<file path="src/sv/ulbp_pkg.sv">
// Shared constants, types and the uniform pattern rank table for the LBP coder.
`timescale 1ns / 1ps
`default_nettype none

package ulbp_pkg;

    localparam int unsigned MAX_LINE_WIDTH   = 1024;
    localparam int unsigned WEIGHT_FRAC_BITS = 16;

    localparam int unsigned LINE_ADDR_W = $clog2(MAX_LINE_WIDTH);
    localparam int unsigned LINE_ROWS   = 4;
    localparam int unsigned LANE_W      = $clog2(LINE_ROWS);
    localparam int unsigned WIN_N       = 5;
    localparam int unsigned HALO        = 2;

    localparam int unsigned PIX_W      = 8;
    localparam int unsigned WIDTH_W    = 11;
    localparam int unsigned HEIGHT_W   = 12;
    localparam int unsigned ROW_W      = 12;
    localparam int unsigned COL_W      = 10;
    localparam int unsigned LABEL_W    = 6;
    localparam int unsigned CODE_W     = 8;
    localparam int unsigned CFG_IDX_W  = 1;
    localparam int unsigned CFG_DATA_W = 12;

    localparam int unsigned RESET_WIDTH  = 640;
    localparam int unsigned RESET_HEIGHT = 480;
    localparam int unsigned MIN_SIZE     = 5;

    localparam int unsigned NON_UNIFORM = 58;
    localparam int unsigned CODE_COUNT  = 256;

    localparam int unsigned FAR_Q24 = 2878515;
    localparam int unsigned MID_Q24 = 4070835;
    localparam int unsigned W_FAR   =
        (2 * FAR_Q24 + (1 << (24 - WEIGHT_FRAC_BITS))) >> (25 - WEIGHT_FRAC_BITS);
    localparam int unsigned W_MID   =
        (2 * MID_Q24 + (1 << (24 - WEIGHT_FRAC_BITS))) >> (25 - WEIGHT_FRAC_BITS);
    localparam int unsigned W_NEAR  = (1 << WEIGHT_FRAC_BITS) - W_FAR - 2 * W_MID;
    localparam int unsigned SUM_W   = WEIGHT_FRAC_BITS + PIX_W + 1;

    typedef enum logic [CFG_IDX_W-1:0] {
        CFG_FRAME_WIDTH  = 1'b0,
        CFG_FRAME_HEIGHT = 1'b1
    } t_cfg_idx;

    typedef logic [WIN_N-1:0][WIN_N-1:0][PIX_W-1:0] t_win;
    typedef logic [LINE_ROWS-1:0][PIX_W-1:0] t_lines;

    typedef struct packed {
        logic             emit;
        logic             last;
        logic [ROW_W-1:0] row;
        logic [COL_W-1:0] col;
    } t_meta;

    typedef struct packed {
        logic [LABEL_W-1:0] label;
        logic [ROW_W-1:0]   row;
        logic [COL_W-1:0]   col;
        logic               last;
    } t_result;

    typedef logic [LABEL_W-1:0] t_rank_lut [CODE_COUNT];

    function automatic int unsigned f_transitions(input int unsigned code);
        logic [CODE_W-1:0] c;
        logic [CODE_W-1:0] x;
        int unsigned n;
        c = CODE_W'(code);
        x = c ^ {c[0], c[CODE_W-1:1]};
        n = 0;
        for (int i = 0; i < CODE_W; i++) begin
            n = n + int'(x[i]);
        end
        return n;
    endfunction

    function automatic t_rank_lut f_build_rank();
        t_rank_lut lut;
        int unsigned rank;
        rank = 0;
        for (int k = 0; k < CODE_COUNT; k++) begin
            if (f_transitions(k) <= 2) begin
                lut[k] = LABEL_W'(rank);
                rank   = rank + 1;
            end else begin
                lut[k] = LABEL_W'(NON_UNIFORM);
            end
        end
        return lut;
    endfunction

    localparam t_rank_lut RANK_LUT = f_build_rank();

endpackage

`default_nettype wire

</file>
<file path="src/sv/ulbp_window.sv">
// 5x5 pixel window fed one column per word from the line store and the new pixel.
`timescale 1ns / 1ps
`default_nettype none

module ulbp_window
    import ulbp_pkg::*;
(
    input  wire logic              i_clk,
    input  wire logic              i_rst_n,
    input  wire logic              i_shift,
    input  wire t_lines            i_lines,
    input  wire logic [LANE_W-1:0] i_lane_base,
    input  wire logic [PIX_W-1:0]  i_pix,
    output t_win                   o_win
);

    t_win r_win;
    logic [WIN_N-1:0][PIX_W-1:0] n_col;

    always_comb begin
        for (int k = 0; k < LINE_ROWS; k++) begin
            n_col[k] = i_lines[LANE_W'(i_lane_base + LANE_W'(k))];
        end
        n_col[WIN_N-1] = i_pix;
    end

    always_ff @(posedge i_clk) begin
        if (!i_rst_n) begin
            r_win <= '0;
        end else if (i_shift) begin
            for (int rr = 0; rr < WIN_N; rr++) begin
                for (int cc = 0; cc < WIN_N - 1; cc++) begin
                    r_win[rr][cc] <= r_win[rr][cc+1];
                end
                r_win[rr][WIN_N-1] <= n_col[rr];
            end
        end
    end

    assign o_win = r_win;

endmodule

`default_nettype wire

</file>
<file path="config.mk">
export PLATFORM = sky130hd
export DESIGN_NAME = ulbp_window
export DESIGN_NICKNAME = d
export VERILOG_FILES = /design/src/sv/ulbp_pkg.sv /design/src/sv/ulbp_window.sv
export SDC_FILE = /design/constraint.sdc
export NUM_CORES = 1
export LEC_CHECK = 0
export BUFFER_PORTS_ARGS = -buffer_cell sky130_fd_sc_hd__buf_2
export CAP_MARGIN = 20
export CORE_MARGIN = 2
export CORE_UTILIZATION = 46
export DETAILED_ROUTE_END_ITERATION = 10
export PLACE_DENSITY = 0.76
export SYNTH_ARGS = -nofsm -noshare
export SYNTH_HDL_FRONTEND = slang
export SYNTH_SLANG_ARGS = --single-unit
</file>
<file path="constraint.sdc">
create_clock -name i_clk -period 1 [get_ports i_clk]
set_clock_uncertainty 0.05 [all_clocks]
set_input_delay 0.25 -clock i_clk [delete_from_list [all_inputs] [get_ports i_clk]]
set_output_delay 0.25 -clock i_clk [all_outputs]
set_load 0.005 [all_outputs]
</file>
* After elaboration in Yosys (flattened, before gate mapping)
Cells that the tools add are included.
Word-level totals: register bits after elaboration 200, input port bits 45, output and inout port bits 200, logic and storage cells 40
Cells by class: $add $sub $neg 3, $lt $le $gt $ge 4, multiplexer cells 8
Operator list (number):
- $bmux W8 S2 | 4
- $mux W8 | 4
- $lt A2 B3 Y1 const B | 4
- $add A2 B2 Y2 const B | 2
- $add A2 B1 Y2 const B | 1

* Logic depth before layout (Yosys ltp)
depth in word-level cells 3, mapped depth 5, gate-level depth less buffers 2

* Worst setup path after synthesis
No wires, ideal clock.
path kind input port to flip-flop, start point input port i_lane_base[0], end point register r_win (netlist bit o_win[112]), library setup time 0.135 ns, data arrival time 0.897 ns, data required time 0.815 ns, setup slack -0.082 ns, cell stages on the path 4, buffers on the path 2, path through buf_4 -> buf_4 -> mux2i_1 -> o221ai_1
On the way: word-level cells in the longest chain between the ends 3
RTL lines:
- start: declaration | RTL line ulbp_window.sv:12 | input wire logic [LANE_W-1:0] i_lane_base,
- $add A2 B2 Y2 | RTL line ulbp_window.sv:22 | n_col[k] = i_lines[LANE_W'(i_lane_base + LANE_W'(k))];
- $bmux W8 S2 | RTL line ulbp_window.sv:22
- $mux W8 (implied by the code) | RTL line ulbp_window.sv:22
- end signal: indexed assignment | RTL line ulbp_window.sv:33 | r_win[rr][cc] <= r_win[rr][cc+1];
- end signal: indexed assignment | RTL line ulbp_window.sv:35 | r_win[rr][WIN_N-1] <= n_col[rr];
- end: declaration | RTL line ulbp_window.sv:17 | t_win r_win;
No other way between the ends. The select of a mux whose other input is x is not followed. A chain may end at the register's enable or synchronous reset.

* Final worst setup path
start point register r_win (netlist bit o_win[74]), end point output port o_win[74] in the netlist's numbering
RTL lines:
- end: declaration | RTL line ulbp_window.sv:14 | output t_win o_win
No word-level cell between the ends.

==> results.sh <==
export IMPL_grt_pass1_vias=6515
export IMPL_yosys_area_share_simple_pct=16.2
export IMPL_yosys_top_cells_area="dfxtp_1 50%, mux2i_1 25%, nor2b_1 13%"
export IMPL_largest_reg_flops=200
export IMPL_viasPerCell=4.99
export IMPL_gp_congestion=0.738
export IMPL_synthTopCellsByCount="200 x dfxtp_1, 200 x mux2i_1, 168 x nor2b_1, 33 x nand3b_1, 32 x o221ai_1"
export IMPL_die_x_microns=136
export IMPL_grt_max_degree=49
export IMPL_finalHoldViolCount=0
export IMPL_grt_first_pass_wirelength_microns=34600
export IMPL_track_usage_pct=24.1
export IMPL_required_ns=0.70
export IMPL_area_growth_pct=51.9
export IMPL_ys_seq_area_share_pct=49.6
export IMPL_muxShareOfSynthArea_pct=24.8
export IMPL_antenna_found_initial=4
export IMPL_hold_class="input pin to register"
export IMPL_slew_headroom_pct=84.8
export IMPL_synth_fa_ha_area_share_pct=0
export IMPL_drive_above_1_share_pct=60.3
export IMPL_die_y_microns=136
export IMPL_min_period_ns=1.21
export IMPL_hp_start="i_pix[6]"
export IMPL_netlist_area_sq_um=8070
export IMPL_htreeDepth=4
export IMPL_vias=6576
export IMPL_hold_depth=3
export IMPL_synth_compound_area_share_pct=3.47
export IMPL_worstMarginPinSlew_ns=0.222
export IMPL_clkTransAtPathRegs_ns=0.07
export IMPL_setup_ws_ns=-0.213
export IMPL_rr_endpoint="o_win[8]"
export IMPL_path_cells="buf_6"
export IMPL_criticalPathCategory="register to output pin"
export IMPL_async_reset_ff_share_pct=0
export IMPL_maxCapViolCount=0
export IMPL_yosysTopAreaCell="dfxtp_1"
export IMPL_nets=1122
export IMPL_reg2reg_from="o_win[8]"
export IMPL_slowest_stage="dfxtp_4"
export IMPL_finalCritPeriodShare_pct=121
export IMPL_cts_tree="done"
export IMPL_drt_initial_drc_count=241
export IMPL_overflow=0
export IMPL_p_leak_nw=5.83
export IMPL_synth_top_family_by_area="multiplexers"
export IMPL_synth_ff_type="dfxtp_1"
export IMPL_antenna_left=0
export IMPL_synth_edff_count=0
export IMPL_hold_end="o_win[198]"
export IMPL_drc=0
export IMPL_cts_path_max_buffers=2
export IMPL_num_io_pins=245
export IMPL_path_buf_inv=1
export IMPL_cts_root_buf="clkbuf_16"
export IMPL_p_total_mw=18.1
export IMPL_die_area_sq_um=18600
export IMPL_rrSetupSlack_ns=0.03
export IMPL_failed_checks="negative setup slack"
export IMPL_status="finished, violations left"
export IMPL_rr_worst_depth=4
export IMPL_clkLatencyLatePin_ns=0.42
export IMPL_synth_xor_area_share_pct=0
export IMPL_final_util_pct=71.1
export IMPL_power_density_nw_per_um2=1480
export IMPL_routed_wl_microns=23700
export IMPL_clock_sinks=200
export IMPL_endpoint_kind="output pin"
export IMPL_place_inst=1135
export IMPL_max_freq_mhz=825
export IMPL_drtPass1Iterations=4
export IMPL_setup_violations_final=200
export IMPL_maxSlewViolCount=0
export IMPL_wire_per_inst_microns=18.0
export IMPL_cts_buffers=17
export IMPL_initial_utilization_pct=46.8
export IMPL_final_cells=1317
export IMPL_portBuffers=244
export IMPL_hpwl_microns=13800
export IMPL_synth_top_area_share_pct=49.6
export IMPL_coreArea_sq_um=17200
export IMPL_place_ws_ns=-0.235
export IMPL_cp_arrival_ns=0.91
export IMPL_fin_hold_ws_ns=0.0405
export IMPL_crit_fanout=3
export IMPL_syn_inst=689
export IMPL_ir_drop_uv=1300
export IMPL_yosys_warnings=0
export IMPL_hold_buffers=0
export IMPL_synth_seq_cells=200
export IMPL_syn_area_per_cell_sq_um=11.7
export IMPL_synth_nets=734
export IMPL_rows=48
export IMPL_slowest_delay_ns=0.37
export IMPL_synth_distinct_cells=12
export IMPL_crit_family="flip-flops"
export IMPL_startpoint_type="register"
export IMPL_rsz0062_at_grt="true"
==> placed cells by master, fill, tap and decap left out <==
cell	count
buf_12	12
nand3b_1	33
mux2i_2	1
clkinvlp_4	2
inv_8	3
clkbuf_16	17
buf_2	133
clkbuf_8	1
buf_6	111
clkinv_4	3
mux2i_1	199
nand3_1	1
bufinv_16	4
dfxtp_2	181
buf_8	1
diode_2	2
nor2b_1	168
dfxtp_4	19
o221ai_1	32
inv_6	2
buf_4	167
==> where the power goes <==
part	switching, mW	total (mW)	internal [mW]
logic	0.877	2.09	1.22
registers	0.228	8.44	8.21
clock network	3.22	7.56	4.34
==> worst max-delay path by stage <==
stage / startpoint / end / slack [ns] / cells after the start
2_1_floorplan: i_shift / o_win[100] / -0.02 / 5
3_3_place_gp: i_shift / o_win[124] / -0.15 / 4
3_5_place_dp: i_lane_base[0] / o_win[35] / -0.24 / 4
4_1_cts: o_win[154] / o_win[154] / -0.23 / 1
5_1_grt: o_win[159] / o_win[159] / -0.25 / 1
6_report: o_win[74] / o_win[74] / -0.21 / 1
==> layout make-up <==
type	count	area, sq um
fill	1177	4980
sequential	200	4300
multi-input combinational	434	3590
timing repair buffer	424	3420
clock buffer	18	439
tap	225	282
clock inverter	14	213
antenna	2	5.00
==> cell families after synthesis <==
group                  Yosys count
and+or+nand+nor                202
buffers and inverters           55
AOI/OAI and AO/OA               32
muxes                          200
DFF                            200
==> metrics by stage <==
stage | cell area (sq um) | setup TNS (ns)
floorplan | 8130 | -3.44
global placement | 9500 | -24.30
detailed placement | 9500 | -26.88
CTS | 11800 | -37.63
global route | 12300 | -41.31
finish | 12300 | -34.17
==> layer usage <==
| layer | track usage (%) | routed length [microns] | share of wire, % |
|---|---|---|---|
| met5 | 0 | 27 | 0.11 |
| met2 | 41.4 | 12000 | 51 |
| met3 | 7.31 | 1740 | 7.3 |
| met1 | 29.4 | 9720 | 41 |
| met4 | 6.08 | 242 | 1.0 |
==> repair_timing <==
action / in CTS / in global routing
cloned: 0 / 0
gates resized for setup: 277 / 54
buffers inserted: 133 / 15
setup endpoints to repair: 200 / 200
(Power assumes the default switching activity.)
