## config.mk

```make
export PLATFORM = sky130hd
export DESIGN_NAME = ulbp_sample
export DESIGN_NICKNAME = d
export VERILOG_FILES = /design/src/sv/ulbp_pkg.sv /design/src/sv/ulbp_sample.sv
export SDC_FILE = /design/constraint.sdc
export NUM_CORES = 2
export LEC_CHECK = 0
export BUFFER_PORTS_ARGS = -buffer_cell sky130_fd_sc_hd__clkbuf_2
export CORE_UTILIZATION = 40
export DETAILED_ROUTE_END_ITERATION = 16
export HOLD_SLACK_MARGIN = 0.15
export MAX_ROUTING_LAYER = met4
export PLACE_DENSITY = 0.63
export SYNTH_ARGS = -nofsm -noshare
export SYNTH_HDL_FRONTEND = slang
export SYNTH_SLANG_ARGS = --single-unit
```

## constraint.sdc

```tcl
create_clock -name i_clk -period 23.2 [get_ports i_clk]
set_input_delay 2.32 -clock i_clk [delete_from_list [all_inputs] [get_ports i_clk]]
set_output_delay 2.32 -clock i_clk [all_outputs]
set_load 0.005 [all_outputs]
```

## src/sv/ulbp_pkg.sv

```systemverilog
// Shared constants, types and the uniform pattern rank table for the LBP coder.
`timescale 1ns / 1ps
`default_nettype none

package ulbp_pkg;

    localparam int unsigned MAX_LINE_WIDTH   = 1024;
    localparam int unsigned WEIGHT_FRAC_BITS = 16;

    localparam int unsigned LINE_ADDR_W = $clog2(MAX_LINE_WIDTH);
    localparam int unsigned LINE_ROWS   = 4;
    localparam int unsigned LANE_W      = $clog2(LINE_ROWS);
    localparam int unsigned WIN_N       = 5;
    localparam int unsigned HALO        = 2;

    localparam int unsigned PIX_W      = 8;
    localparam int unsigned WIDTH_W    = 11;
    localparam int unsigned HEIGHT_W   = 12;
    localparam int unsigned ROW_W      = 12;
    localparam int unsigned COL_W      = 10;
    localparam int unsigned LABEL_W    = 6;
    localparam int unsigned CODE_W     = 8;
    localparam int unsigned CFG_IDX_W  = 1;
    localparam int unsigned CFG_DATA_W = 12;

    localparam int unsigned RESET_WIDTH  = 640;
    localparam int unsigned RESET_HEIGHT = 480;
    localparam int unsigned MIN_SIZE     = 5;

    localparam int unsigned NON_UNIFORM = 58;
    localparam int unsigned CODE_COUNT  = 256;

    localparam int unsigned FAR_Q24 = 2878515;
    localparam int unsigned MID_Q24 = 4070835;
    localparam int unsigned W_FAR   =
        (2 * FAR_Q24 + (1 << (24 - WEIGHT_FRAC_BITS))) >> (25 - WEIGHT_FRAC_BITS);
    localparam int unsigned W_MID   =
        (2 * MID_Q24 + (1 << (24 - WEIGHT_FRAC_BITS))) >> (25 - WEIGHT_FRAC_BITS);
    localparam int unsigned W_NEAR  = (1 << WEIGHT_FRAC_BITS) - W_FAR - 2 * W_MID;
    localparam int unsigned SUM_W   = WEIGHT_FRAC_BITS + PIX_W + 1;

    typedef enum logic [CFG_IDX_W-1:0] {
        CFG_FRAME_WIDTH  = 1'b0,
        CFG_FRAME_HEIGHT = 1'b1
    } t_cfg_idx;

    typedef logic [WIN_N-1:0][WIN_N-1:0][PIX_W-1:0] t_win;
    typedef logic [LINE_ROWS-1:0][PIX_W-1:0] t_lines;

    typedef struct packed {
        logic             emit;
        logic             last;
        logic [ROW_W-1:0] row;
        logic [COL_W-1:0] col;
    } t_meta;

    typedef struct packed {
        logic [LABEL_W-1:0] label;
        logic [ROW_W-1:0]   row;
        logic [COL_W-1:0]   col;
        logic               last;
    } t_result;

    typedef logic [LABEL_W-1:0] t_rank_lut [CODE_COUNT];

    function automatic int unsigned f_transitions(input int unsigned code);
        logic [CODE_W-1:0] c;
        logic [CODE_W-1:0] x;
        int unsigned n;
        c = CODE_W'(code);
        x = c ^ {c[0], c[CODE_W-1:1]};
        n = 0;
        for (int i = 0; i < CODE_W; i++) begin
            n = n + int'(x[i]);
        end
        return n;
    endfunction

    function automatic t_rank_lut f_build_rank();
        t_rank_lut lut;
        int unsigned rank;
        rank = 0;
        for (int k = 0; k < CODE_COUNT; k++) begin
            if (f_transitions(k) <= 2) begin
                lut[k] = LABEL_W'(rank);
                rank   = rank + 1;
            end else begin
                lut[k] = LABEL_W'(NON_UNIFORM);
            end
        end
        return lut;
    endfunction

    localparam t_rank_lut RANK_LUT = f_build_rank();

endpackage

`default_nettype wire

```

## src/sv/ulbp_sample.sv

```systemverilog
// Neighbor sampling: weighted diagonal sums, then the eight-bit compare code.
`timescale 1ns / 1ps
`default_nettype none

module ulbp_sample
    import ulbp_pkg::*;
(
    input  wire logic              i_clk,
    input  wire logic              i_rst_n,
    input  wire logic              i_en,
    input  wire t_win              i_win,
    input  wire t_meta             i_meta,
    output logic [CODE_W-1:0]      o_code,
    output t_meta                  o_meta
);

    function automatic logic [SUM_W-1:0] f_diag(
        input logic [PIX_W-1:0] far_px,
        input logic [PIX_W-1:0] mid_a,
        input logic [PIX_W-1:0] mid_b,
        input logic [PIX_W-1:0] near_px
    );
        logic [SUM_W-1:0] s;
        s = SUM_W'(W_FAR) * SUM_W'(far_px)
          + SUM_W'(W_MID) * (SUM_W'(mid_a) + SUM_W'(mid_b))
          + SUM_W'(W_NEAR) * SUM_W'(near_px);
        return s;
    endfunction

    logic [3:0][SUM_W-1:0] r_s3_sum;
    logic [3:0]            r_s3_axis;
    logic [PIX_W-1:0]      r_s3_ctr;
    t_meta                 r_s3_meta;

    logic [CODE_W-1:0]     r_s4_code;
    t_meta                 r_s4_meta;

    logic [PIX_W-1:0]      ctr;
    logic [SUM_W-1:0]      thr;
    logic [CODE_W-1:0]     n_code;

    assign ctr = i_win[HALO][HALO];

    always_ff @(posedge i_clk) begin
        if (!i_rst_n) begin
            r_s3_meta <= '0;
            r_s4_meta <= '0;
        end else if (i_en) begin
            r_s3_meta <= i_meta;
            r_s4_meta <= r_s3_meta;
        end
    end

    always_ff @(posedge i_clk) begin
        if (i_en) begin
            r_s3_ctr     <= ctr;
            r_s3_axis[0] <= i_win[2][0] >= ctr;
            r_s3_axis[1] <= i_win[4][2] >= ctr;
            r_s3_axis[2] <= i_win[2][4] >= ctr;
            r_s3_axis[3] <= i_win[0][2] >= ctr;
            r_s3_sum[0]  <= f_diag(i_win[4][0], i_win[4][1], i_win[3][0], i_win[3][1]);
            r_s3_sum[1]  <= f_diag(i_win[4][4], i_win[4][3], i_win[3][4], i_win[3][3]);
            r_s3_sum[2]  <= f_diag(i_win[0][4], i_win[0][3], i_win[1][4], i_win[1][3]);
            r_s3_sum[3]  <= f_diag(i_win[0][0], i_win[0][1], i_win[1][0], i_win[1][1]);
            r_s4_code    <= n_code;
        end
    end

    always_comb begin
        thr       = SUM_W'(r_s3_ctr) << WEIGHT_FRAC_BITS;
        n_code[0] = r_s3_axis[0];
        n_code[1] = r_s3_sum[0] >= thr;
        n_code[2] = r_s3_axis[1];
        n_code[3] = r_s3_sum[1] >= thr;
        n_code[4] = r_s3_axis[2];
        n_code[5] = r_s3_sum[2] >= thr;
        n_code[6] = r_s3_axis[3];
        n_code[7] = r_s3_sum[3] >= thr;
    end

    assign o_code = r_s4_code;
    assign o_meta = r_s4_meta;

endmodule

`default_nettype wire

```

# == Word level (Yosys, flattened, before mapping) ==
# Index checks and enable logic that the tools add are counted.
# Widths: inputs -> output; s select.
# word_totals
input_bits,227
ramBits,0
out_inout_bits,32
latchBits,0
elab_cells,47
memories,0
regBits,168
rom_bits,0
# classes
shifts,0
muxes,0
reduce_logical,0
n_div,0
n_bitwise,0
n_eq_ne,0
n_mul,12
addsub,12
magnitude_cmp,8
# ops
operator,n
$mul 12x8->20 const A,8
$add 24x23->25,4
$ge 25x24->1,4
$add 22x23->24,4
$mul 13x9->22 const A,4
$add 8x8->9,4
$ge 8x8->1,4

# == Longest topological paths before layout ==
# depth
word_depth,4
ltp_mapped,34

# == Least setup slack after synthesis ==
# Ideal clock, no wire load.
# synth_path
kind,input to register
startpoint,input i_win[152] (netlist name)
endpoint,register r_s3_sum[48] (netlist name) (data pin)
setup_ns,0.259
setup_slack_ns,13.695
cell_stages,34
arrival_ns,9.246
n_path_buf,0
path_cell_list,ha_1 inv_1 fa_1 nor2b_1 o21ai_0 a21boi_0 o21ai_0 a21boi_0 o21ai_0 nor2b_1 fa_1 xor2_1 ha_1 a21oi_1 fa_1 fa_1 inv_1 ha_1 o21ai_0 inv_1 a2111oi_4 o31ai_2 a21o_1 a21oi_2 xnor2_1 fa_1 ha_1 inv_1 o21bai_1 a21oi_1 nand2_1 o211a_1 a41oi_1 xnor2_1
# synth_between
elab_chain_cells,4
# synth_rtl
item,line_no,source
start: declaration,ulbp_sample.sv:11,"input wire t_win i_win,"
$add 8x8->9,ulbp_sample.sv:25,+ SUM_W'(W_MID) * (SUM_W'(mid_a) + SUM_W'(mid_b))
$mul 13x9->22,ulbp_sample.sv:25,
$add 22x23->24,ulbp_sample.sv:25,
$add 24x23->25,ulbp_sample.sv:26,+ SUM_W'(W_NEAR) * SUM_W'(near_px);
end: declaration,ulbp_sample.sv:30,logic [3:0][SUM_W-1:0] r_s3_sum;
# Every way passes these cells.
# A chain may end at the register's enable or synchronous reset.

# == Worst setup path after layout ==
# layout_path
startpoint,input i_win[8] (netlist name)
endpoint,register r_s3_sum[98] (netlist name) (data pin)
# Same word-level chain as after synthesis.

==> results.md <==
- The run finished with clean final reports.
- The launching element type of the critical path is an input pin.
- The number of cells on the critical path is 29.
- The number of sinks handled by clock tree synthesis is 164.
- The number of maximum-capacitance constraint violations is 0.
- The first global-routing pass estimated 134 mm of wire.
- Sorting the synthesized cells by how often they occur yields sky130_fd_sc_hd__inv_1 (797), sky130_fd_sc_hd__ha_1 (754), sky130_fd_sc_hd__fa_1 (461).
- Based on the critical path, the design can be clocked at up to just under 0.1 GHz.
- The top cell type's share of synthesized area is 0.255.
- The number of CTS-inserted buffers is 17.
- Summed over all layers, the routed wires come to 80.3 mm.
- The number of gates resized after cts is 0.
- The headroom to the max-slew limit is 0.201.
- The worst register-to-register path has a setup slack of 20.93 ns.
- Counting cells, the worst reg-to-reg path comes to 6.
- Synthesis produced a netlist with a net count of around 5300.
- The worst hold path passes through 0 cells.
- Input and output buffers added on the ports amount to 226.
- The effective utilization at floorplan is 0.404.
- At the pin with the least slew margin, the transition time is 1.18 ns.
- The via count is between 20000 and 30000.
- Ranked by total cell area, the synthesized netlist is headed by sky130_fd_sc_hd__ha_1 (26%), sky130_fd_sc_hd__fa_1 (25%), sky130_fd_sc_hd__edfxtp_1 (9.4%).
- The sum of buffers and inverters on the critical path is 4.
- The tightest min-delay check is of the flop to flop type.
- Entering global routing, the biggest net connects 58 pins.
- The post-synthesis instance area is between 30000 and 40000 um^2.
- Setup repair after global routing left no endpoint under its margin.
- The post-CTS setup buffer count is 0.
- The synthesized design contains 116 enable-type register cells.
- The cell sitting at the root of the clock tree is a sky130_fd_sc_hd__clkbuf_16.
- The depth of the CTS H-tree is 4.
- The period utilization is 0.440.
- The clock slew seen by the registers of the worst setup and hold paths is ~0.070 ns.
- After detailed placement, the design holds a cell count of ~5200.
- The worst register-to-register path ends at o_code[3].
- The final standard cell count with taps included and fillers excluded is roughly 5300.
- The library cell with the largest summed area after synthesis is sky130_fd_sc_hd__ha_1.
- The CTS tree is yes.
- By instance count, the leading cell after synthesis is sky130_fd_sc_hd__inv_1.
- The sequential fraction of the synthesis area is 0.120.
- The per-instance average area after synthesis is a little under 10 um^2.
- Subtracting the final worst setup slack from the clock period gives 10.22 ns.
- The setup path with the least slack is of type input pin to flop.
- After the last flow step, the layout net total stands at 5519.
- The die is between 300 and 400 um tall.
- The number of global-route vias before repair came to between 20000 and 30000.
- The x dimension of the die is a little over 300 um.
- The initial antenna violation count is 1.
- Relative to the synthesized area, the layout overhead comes to 8.53%.
- On the final layout, the worst clock skew is roughly 0.021 ns.
- Detailed placement finished with a half-perimeter wire length of 71.4 mm.
- The largest incremental delay on the critical path is 0.98 ns.
- The largest fanout of any net on the critical path is 6.
- The later pin in the worst-skew pair is clocked with a latency of approximately 0.5 ns.
- The most critical setup path has its endpoint at r_s3_sum[98].
- The critical path capture point type is a flop.
- The layout has 8940 filler cells.
- The iteration count of the initial detailed-routing pass is 7.
- Counting flops with an async set or reset pin after synthesis yields a share of 0.
- After the first detailed-routing iteration, the DRC count stood at 1215.
- Of the cells placed in the final design, the portion with a size suffix greater than 1 is 0.0719.
- The distinct cell type count of the synthesized netlist is ~80.
- The startpoint identified for the worst register-to-register timing path is r_s3_ctr[4].
- The congestion estimate from routability-driven global placement came to between 0.9 and 1.
- For this run, the total global-route usage over all layers was measured as 0.183.
- The die covers roughly 94000 um^2.
- Dividing the detail-routed wire length by the instance count gives about 15 um.
- The synthesis-stage register bit count is between 150 and 200.
- The number of nets with antenna violations after routing is 0.
- The final routed DRC violation total is 0.
- The setup TNS is 0 ns.
- The total setup violations reported at the end of the flow is 0.
- The cell count after synthesis came out at slightly below 4000.
- The most repeated library cell on the critical path is sky130_fd_sc_hd__fa_1.
- Buffers inserted to repair hold after CTS numbered 0.
- Summing all flip-flop and latch instances after layout gives ~4400 um^2.
- The Yosys step of the flow raised 0 warnings.
- The total area inside the core boundary comes to between 90000 and 100000 um^2.
- The number of hold violations in the final report is 0.
- The critical path starts at i_win[8].
- For this run the aggregate overflow at the end of global routing stands at 0.
- The slowest stage cell on the critical path is sky130_fd_sc_hd__o311ai_0.
- The worst endpoint data arrival time is 10.45 ns.
- The final max-slew violation count is 0.
- The clock passes through at most 2 buffers.
- The I/O pin total is roughly 260.
- The number of rows in the core area is ~110.
- The worst path required time is roughly 23 ns.
- In this design, the largest share of critical-path delay is due to adder cells.
- Dividing the detail-routed via count by the number of cells gives around 5.0.
- Among all flip-flop cells after synthesis, the most frequent one is sky130_fd_sc_hd__edfxtp_1.
- The multi-input gate area in the final layout is slightly below 30000 um^2.
- The worst setup margin is 12.98 ns.
- The worst slack at placement is about 13 ns.
-- logic make-up (layout without fill, tap and decap cells) --
logic type | count (synthesis) | count (layout) | synth area share
and+or+nand+nor | 595 | 595 | 0.0836
adders and majority gates | 1215 | 1215 | 0.504
DFF | 164 | 164 | 0.120
muxes | 57 | 57 | 0.0155
buffers and inverters | 820 | 1057 | 0.0834
other | 0 | 1 | 0
AOI/OAI and AO/OA | 751 | 751 | 0.133
xor gates and xnor gates | 251 | 251 | 0.0594
-- cells in the final DEF (no fill, tap or decap), drive strengths merged, types with 12 or more instances in the layout --
master and count:
inv 805, ha 754, fa 461, clkbuf 244, a21oi 221, xnor2 157, nor2 151, o21ai 146
a21o 119, edfxtp 116, nor2b 100, nand2 97, xor2 94, mux2i 55, dfxtp 48, nor3 45
o21bai 45, o21a 36, nand3 34, nand2b 32, nand4 23, and3 22, a31oi 19, o211ai 18
a211o 17, a21boi 16, a211oi 15, nor4 14, or3 12
-- worst min-delay path by stage --
stage	slack, ns	end	start
detailed placement	0.41	o_code[6]	r_s3_axis[3]
global placement	0.40	o_code[2]	r_s3_axis[1]
finish	0.42	o_code[2]	r_s3_axis[1]
global route	0.44	o_code[2]	r_s3_axis[1]
CTS	0.43	o_code[2]	r_s3_axis[1]
floorplan	0.40	o_code[0]	r_s3_axis[0]
-- per-stage QoR --
stage	hold WS [ns]	area, um^2	util
2_1_floorplan	0.400	37000	-
3_3_place_gp	0.404	39500	0.431
3_5_place_dp	0.413	39500	0.431
4_1_cts	0.428	40100	0.438
6_report	0.425	40100	0.438
5_1_grt	0.444	40100	0.438
-- registers in the layout, indices dropped and copies added (netlist names) --
signal     cells
r_s3_sum      96
o_meta        24
r_s3_meta     24
o_code         8
r_s3_ctr       8
r_s3_axis      4
-- area by class of cell --
cell class,count,share of cell area
Antenna cell,1,0.0000623
Clock buffer,18,0.0112
Clock inverter,14,0.00393
Inverter,797,0.0745
Multi-Input combinational cell,2869,0.734
Sequential cell,164,0.111
Tap cell,1186,0.0370
Timing Repair Buffer,228,0.0288
-- routing by layer --
| metal | global-route usage | vias to the layer above | part of all wire |
|---|---|---|---|
| li1 | - | 13470 | - |
| met1 | 0.251 | 12395 | 0.50 |
| met2 | 0.291 | 352 | 0.45 |
| met3 | 0.0285 | 40 | 0.039 |
| met4 | 0.0277 | 0 | 0.0083 |
| met5 | - | - | 0 |
Power is not shown: default switching activity piles up to over one toggle a cycle in this logic, so the estimate is an artifact.
